===== src/sv/tcw_pkg.sv =====
package tcw_pkg;

    // Grid geometry
    localparam int COLUMNS = 80;
    localparam int ROWS    = 25;
    localparam int CELLS   = ROWS * COLUMNS;
    localparam int ADDR_W  = $clog2(CELLS);
    localparam int COL_W   = $clog2(COLUMNS + 1);  // column must hold COLUMNS (wrap pending)
    localparam int ROW_W   = (ROWS > 2) ? $clog2(ROWS) : 1;
    localparam int CFG_IDX_W  = 1;
    localparam int CFG_DATA_W = 4;

    localparam logic [7:0] NEWLINE_CODE = 8'd10;
    localparam logic [7:0] BLANK_CODE   = 8'd32;
    localparam logic [7:0] RESET_ATTR   = 8'h0F;
    localparam logic [3:0] FG_RESET     = 4'd15;
    localparam logic [3:0] BG_RESET     = 4'd0;

    typedef logic [ADDR_W-1:0] addr_t;
    typedef logic [4:0]        row_field_t;
    typedef logic [6:0]        col_field_t;

    typedef enum logic [1:0] {
        OP_PUT   = 2'd0,
        OP_CLEAR = 2'd1,
        OP_READ  = 2'd2,
        OP_NOP   = 2'd3
    } op_t;

    typedef enum logic [CFG_IDX_W-1:0] {
        REG_FOREGROUND = 1'b0,
        REG_BACKGROUND = 1'b1
    } cfg_reg_t;

    typedef struct packed {
        op_t        operation;
        logic [7:0] char_code;
        row_field_t read_row;
        col_field_t read_col;
    } request_t;

    typedef struct packed {
        logic [7:0] cell_char;
        logic [7:0] cell_attr;
        row_field_t cursor_row;
        col_field_t cursor_col;
    } result_t;

    // controller -> datapath
    typedef struct packed {
        logic latch;       // capture request
        logic lf_advance;  // next row, column 0
        logic home_x;      // column 0 only (scroll case)
        logic home;        // row 0, column 0
        logic put_write;   // write char at cursor, advance column
        logic idx_clear;   // sweep index to 0
        logic copy_read;   // read cell one row below sweep index
        logic copy_write;  // write fetched cell at sweep index, step
        logic fill_write;  // write blank at sweep index, step
        logic fill_reset;  // blank uses reset attribute
        logic read_issue;  // read requested cell
    } dp_cmd_t;

    // datapath -> controller
    typedef struct packed {
        op_t  operation;
        logic is_newline;
        logic need_wrap;
        logic last_row;
        logic copy_last;
        logic fill_last;
    } dp_status_t;

    typedef enum logic [3:0] {
        ST_INIT,
        ST_IDLE,
        ST_DECIDE,
        ST_SCROLL_RD,
        ST_SCROLL_WR,
        ST_SCROLL_FILL,
        ST_CLEAR_FILL,
        ST_WRITE,
        ST_READ,
        ST_DONE
    } state_t;

endpackage


===== src/sv/tcw_ctrl.sv =====
module tcw_ctrl (
    input  logic                clk,
    input  logic                rst_n,
    input  logic                start,
    input  tcw_pkg::dp_status_t status,
    output tcw_pkg::dp_cmd_t    cmd,
    output logic                busy,
    output logic                done
);

    tcw_pkg::state_t state_reg;
    tcw_pkg::state_t state_next;

    always_ff @(posedge clk or negedge rst_n)
    begin
        if (!rst_n)
        begin
            state_reg <= tcw_pkg::ST_INIT;
        end
        else
        begin
            state_reg <= state_next;
        end
    end

    always_comb
    begin
        state_next = state_reg;
        cmd        = '0;
        busy       = 1'b1;
        done       = 1'b0;
        case (state_reg)
            tcw_pkg::ST_INIT:
            begin
                cmd.fill_write = 1'b1;
                cmd.fill_reset = 1'b1;
                if (status.fill_last)
                begin
                    state_next = tcw_pkg::ST_IDLE;
                end
            end
            tcw_pkg::ST_IDLE:
            begin
                busy = 1'b0;
                if (start)
                begin
                    cmd.latch  = 1'b1;
                    state_next = tcw_pkg::ST_DECIDE;
                end
            end
            tcw_pkg::ST_DECIDE:
            begin
                case (status.operation)
                    tcw_pkg::OP_PUT:
                    begin
                        if (status.is_newline || status.need_wrap)
                        begin
                            if (status.last_row)
                            begin
                                cmd.home_x    = 1'b1;
                                cmd.idx_clear = 1'b1;
                                state_next    = tcw_pkg::ST_SCROLL_RD;
                            end
                            else
                            begin
                                cmd.lf_advance = 1'b1;
                                state_next = status.is_newline ? tcw_pkg::ST_DONE
                                                               : tcw_pkg::ST_WRITE;
                            end
                        end
                        else
                        begin
                            state_next = tcw_pkg::ST_WRITE;
                        end
                    end
                    tcw_pkg::OP_CLEAR:
                    begin
                        cmd.idx_clear = 1'b1;
                        state_next    = tcw_pkg::ST_CLEAR_FILL;
                    end
                    tcw_pkg::OP_READ:
                    begin
                        cmd.read_issue = 1'b1;
                        state_next     = tcw_pkg::ST_READ;
                    end
                    default:
                    begin
                        state_next = tcw_pkg::ST_DONE;
                    end
                endcase
            end
            tcw_pkg::ST_SCROLL_RD:
            begin
                cmd.copy_read = 1'b1;
                state_next    = tcw_pkg::ST_SCROLL_WR;
            end
            tcw_pkg::ST_SCROLL_WR:
            begin
                cmd.copy_write = 1'b1;
                state_next = status.copy_last ? tcw_pkg::ST_SCROLL_FILL
                                              : tcw_pkg::ST_SCROLL_RD;
            end
            tcw_pkg::ST_SCROLL_FILL:
            begin
                cmd.fill_write = 1'b1;
                if (status.fill_last)
                begin
                    state_next = status.is_newline ? tcw_pkg::ST_DONE
                                                   : tcw_pkg::ST_WRITE;
                end
            end
            tcw_pkg::ST_CLEAR_FILL:
            begin
                cmd.fill_write = 1'b1;
                if (status.fill_last)
                begin
                    cmd.home   = 1'b1;
                    state_next = tcw_pkg::ST_DONE;
                end
            end
            tcw_pkg::ST_WRITE:
            begin
                cmd.put_write = 1'b1;
                state_next    = tcw_pkg::ST_DONE;
            end
            tcw_pkg::ST_READ:
            begin
                state_next = tcw_pkg::ST_DONE;
            end
            tcw_pkg::ST_DONE:
            begin
                done       = 1'b1;
                state_next = tcw_pkg::ST_IDLE;
            end
            default:
            begin
                state_next = tcw_pkg::ST_IDLE;
            end
        endcase
    end

endmodule


===== config.mk =====
export PLATFORM = sky130hd
export DESIGN_NAME = tcw_ctrl
export DESIGN_NICKNAME = d
export VERILOG_FILES = /design/src/sv/tcw_pkg.sv /design/src/sv/tcw_ctrl.sv
export SDC_FILE = /design/constraint.sdc
export NUM_CORES = 1
export LEC_CHECK = 0
export ABC_AREA = 1
export BUFFER_PORTS_ARGS = -buffer_cell sky130_fd_sc_hd__buf_2
export CAP_MARGIN = 20
export CORE_AREA = 2 2 39 41
export DETAILED_ROUTE_END_ITERATION = 10
export DIE_AREA = 0 0 41 43
export GPL_TIMING_DRIVEN = 0
export PLACE_DENSITY = 0.72
export RECOVER_POWER = 100
export SYNTH_ARGS = -nofsm -noshare
export SYNTH_HDL_FRONTEND = slang
export SYNTH_SLANG_ARGS = --single-unit

===== constraint.sdc =====
create_clock -name clk -period 4.2 [get_ports clk]
set_clock_uncertainty 0.15 [all_clocks]
set_input_delay 0.42 -clock clk [delete_from_list [all_inputs] [get_ports clk]]
set_output_delay 0.42 -clock clk [all_outputs]
set_load 0.005 [all_outputs]

After elaboration in Yosys (flattened, before gate mapping)
Index checks and enable logic that the tools add are counted.
{ "totals": {"ff_bits": 4, "latchBits": 0, "ramBits": 0, "rom_bits": 0, "inputBits": 10, "output_inout_bits": 13, "elab_cells": 53, "mem_count": 0} }
{ "classes": {"addsub": 0, "multipliers": 0, "div_mod_pow": 0, "order_cmp": 0, "n_eq_ne": 15, "shifts": 0, "mux": 31, "n_bitwise": 0, "n_reduce_logical": 6} }
{ "op_table": {"columns": ["op", "count"], "rows": [
  ["4-bit case mux with 8 select lines", 1],
  ["4-bit two-way mux", 7],
  ["1-bit two-way mux", 17],
  ["4-bit by 3-bit == test with 1-bit output (second input constant)", 4],
  ["4-bit case mux with 3 select lines", 1],
  ["4-bit by 2-bit == test with 1-bit output (second input constant)", 2],
  ["4-bit == test (second input constant)", 2],
  ["2-bit != test (second input constant)", 4],
  ["2-bit two-way mux", 3],
  ["4-bit by 1-bit == test with 1-bit output (second input constant)", 1],
  ["4-bit zero test", 1],
  ["4-bit AND reduction", 1],
  ["3-bit two-way mux", 1],
  ["3-bit OR reduction", 1],
  ["2-bit by 1-bit == test with 1-bit output (second input constant)", 1],
  ["2-bit == test (second input constant)", 1],
  ["2-bit zero test", 1],
  ["1-bit case mux with 2 select lines", 1],
  ["2-bit OR reduction", 1],
  ["1-bit logical OR", 1]
]} }

Longest topological paths before layout
{ "logic_depth": {"ltp_word": 5, "mapped_depth": 8, "ltp_nobuf": 8} }

Worst setup path before layout
No wires, ideal clock.
{ "synth_path": {"kind": "input -> output", "from": "in status[5] in the netlist's numbering", "to": "out cmd[5] in the netlist's numbering", "t_arrival_ps": 1187, "required_ps": 3630, "path_slack_ps": 2443, "cell_stages": 6, "n_path_buf": 0, "path_cell_list": "inv_1 > ha_1 > inv_1 > nor4_4 > nand2_1 > nand2_1"} }
{ "synth_rtl": {"columns": ["element", "line", "rtl"], "rows": [
  ["start: declaration", "tcw_ctrl.sv:5", "input tcw_pkg::dp_status_t status,"],
  ["end: declaration", "tcw_ctrl.sv:6", "output tcw_pkg::dp_cmd_t cmd,"]
]} }

==> qor.yml <==
global_routing:
  grt_start_max_net_pins: 7
  grt_pass1_vias: 549
  overflow: 0
  antenna_found_initial: 0
  grt_first_pass_wirelength_mm: 2.11
  grt_use_total: 0.165
detailed_routing:
  via_per_inst: 4.68
  postRouteAntennaNets: 0
  drt-total-wl_mm: 1.23
  wl_per_cell_microns: 9.12
  drc: 0
  num_vias: 632
  drt_iter0_drc: 8
  first_pass_iters: 4
clock_network:
  clock_sinks: 4
  clk_latency_ns: 0.23
  cts_tree: "done"
  cts_buffer_depth: 2
  clock-root-buffer: "clkbuf_4"
  cts_resized: 0
  cts_buffers: 3
  htree_levels: 1
  clkSlewWorstSetupHoldPaths_ns: 0.03
sta:
  setup_viol: 0
  min_period_ns: 2.34
  maxSlewViolCount: 0
  slew_headroom: 0.729
  min_period_over_period: 0.556
  tightest_slew_ns: 0.405
  hold_viol_final: 0
  rsz0062_at_grt: "false"
  max_freq_mhz: 428
  fin_tns_setup_ns: 0
floorplan:
  core_sq_mm: 0.00138
  die_area_sq_mm: 0.00176
  die_width_microns: 41
  io-pin-count: 23
  start_util: 0.411
  rows: 14
  die_y_microns: 43
layout:
  n_fill_cell: 166
  layout_commonest_cell: "nand2_1"
  final_layout_size_suffix_gt1_frac: 0.202
  fin_nets: 136
  area_growth_pct: 20.4
  antenna_cells: 0
  largest_reg_flops: 4
  final_cell_mix: "nand2_1, inv_1, buf_2"
  utilization: 0.495
synthesis:
  synthMuxAreaShare: 0
  synth_cells: 93
  yosysTopAreaCell: "dfrtp_1"
  synth_xor_area_frac: 0
  synthDominantCellAreaShare: 0.176
  synth_area_leaders: "dfrtp_1, nand2_1, inv_1"
  synth_top_family_by_area: "simple AND/OR/NAND/NOR gates"
  synth_compound_area_frac: 0.0659
  yosys.area_share.simple: 0.523
  ys_seq_area_frac: 0.176
  syn-num-nets: 108
  synth-seq-cells: 4
  ys_warn_count: 0
  synthesis.area_sq_um: 569
  synth_cell_types: 18
  synth_fa_ha_area_frac: 0.110
  syn_avg_cell_area_sq_um: 6.12
job:
  drv_cap: 0
power:
  power_per_cell_area_mw_per_mm2: 541
  p_total_uw: 371
  peakVddDrop_mv: 0.152
  p_leak_nw: 0.418
worst_setup_path:
  reg2reg_slack_ns: 2.61
  critPathCaptureType: "output pin"
  required_ns: 3.63
  critPathLaunchType: "register"
  path_class: "reg2out"
  crit_path_max_fanout: 6
  worstPathArrival_ns: 1.77
run_status:
  outcome: "completed"
placed_design:
  gp_congestion: 0.743
  place_hpwl_mm: 1.04
  portBuffers: 22
hold_path:
  hold_class: "in2async"
-- worst max-delay path: stages (launching register included) --
cell and delay [ns]:
dfrtp_1 0.42, nor2_1 0.32, nand2_1 0.24, nor4_1 0.30, nand2_1 0.10, nand2_1 0.06
buf_2 0.10
-- logic make-up after synthesis --
| group | Yosys count |
|---|---|
| AOI/OAI and AO/OA | 7 |
| buffers and inverters | 19 |
| adders and majority gates | 5 |
| and+or+nand+nor | 58 |
| DFF | 4 |
-- metrics by stage --
step                      hold slack [ns]  setup WS (ns)  instances  cell area, sq um
after floorplan                   -0.0256           2.44         93               569
after global placement             0.0742           2.19        131               699
after detailed placement           0.0743           2.16        131               699
after CTS                           0.373           2.10        135               732
after global routing                0.410           1.63        135               686
final                               0.393           1.86        135               686
-- Yosys cell counts --
cell type / instances
a21oi_1: 3
nand3_1: 9
dfrtp_1: 4
nor2_1: 8
nor4_1: 1
nand2_1: 24
ha_1: 5
inv_1: 18
nand3b_1: 1
nor3_1: 3
o21bai_1: 1
nor4_4: 1
nand3_2: 1
nand2_4: 2
inv_2: 1
nand2_2: 3
o21ai_0: 3
nor2_2: 5
-- timing repair --
item	4_1_cts	5_1_grt
setup buffers	0	0
hold buffers	1	0
hold endpoints to repair	4	0
-- where the power goes --
group	total, mW	switching (mW)	leakage [nW]	internal, mW
clock network	0.0447	0.0129	0.0138	0.0318
registers	0.0816	0.0243	0.0511	0.0573
logic	0.244	0.155	0.353	0.0892
total	0.371	0.192	0.418	0.178
-- cell type report --
cell class	instances	area [sq um]	area share
Clock buffer	3	22.5	0.0328
Inverter	19	71.3	0.104
Multi-Input combinational cell	70	360	0.526
Sequential cell	4	100	0.146
Tap cell	16	20.0	0.0292
Timing Repair Buffer	23	111	0.162
-- worst paths after layout --
check                                           end                      from  cells past startpoint
max reg2reg                state_reg[2]$_DFFE_PN0P_  state_reg[3]$_DFFE_PN0P_                      7
max                                          cmd[5]  state_reg[3]$_DFFE_PN0P_                      6
max in group asynchronous  state_reg[0]$_DFFE_PN0P_                     rst_n                      2
min                        state_reg[3]$_DFFE_PN0P_                     rst_n                      2
min reg2reg                state_reg[0]$_DFFE_PN0P_  state_reg[0]$_DFFE_PN0P_                      2
min in group clk           state_reg[3]$_DFFE_PN0P_                 status[4]                      3
-- layer usage --
layer / global-route usage / routed length (microns)
met2: 0.278 / 611
met3: 0.0157 / 61
met1: 0.216 / 558
met4: 0.0400 / 0
met5: 0 / 0
Power figures use the tool's default switching activity.
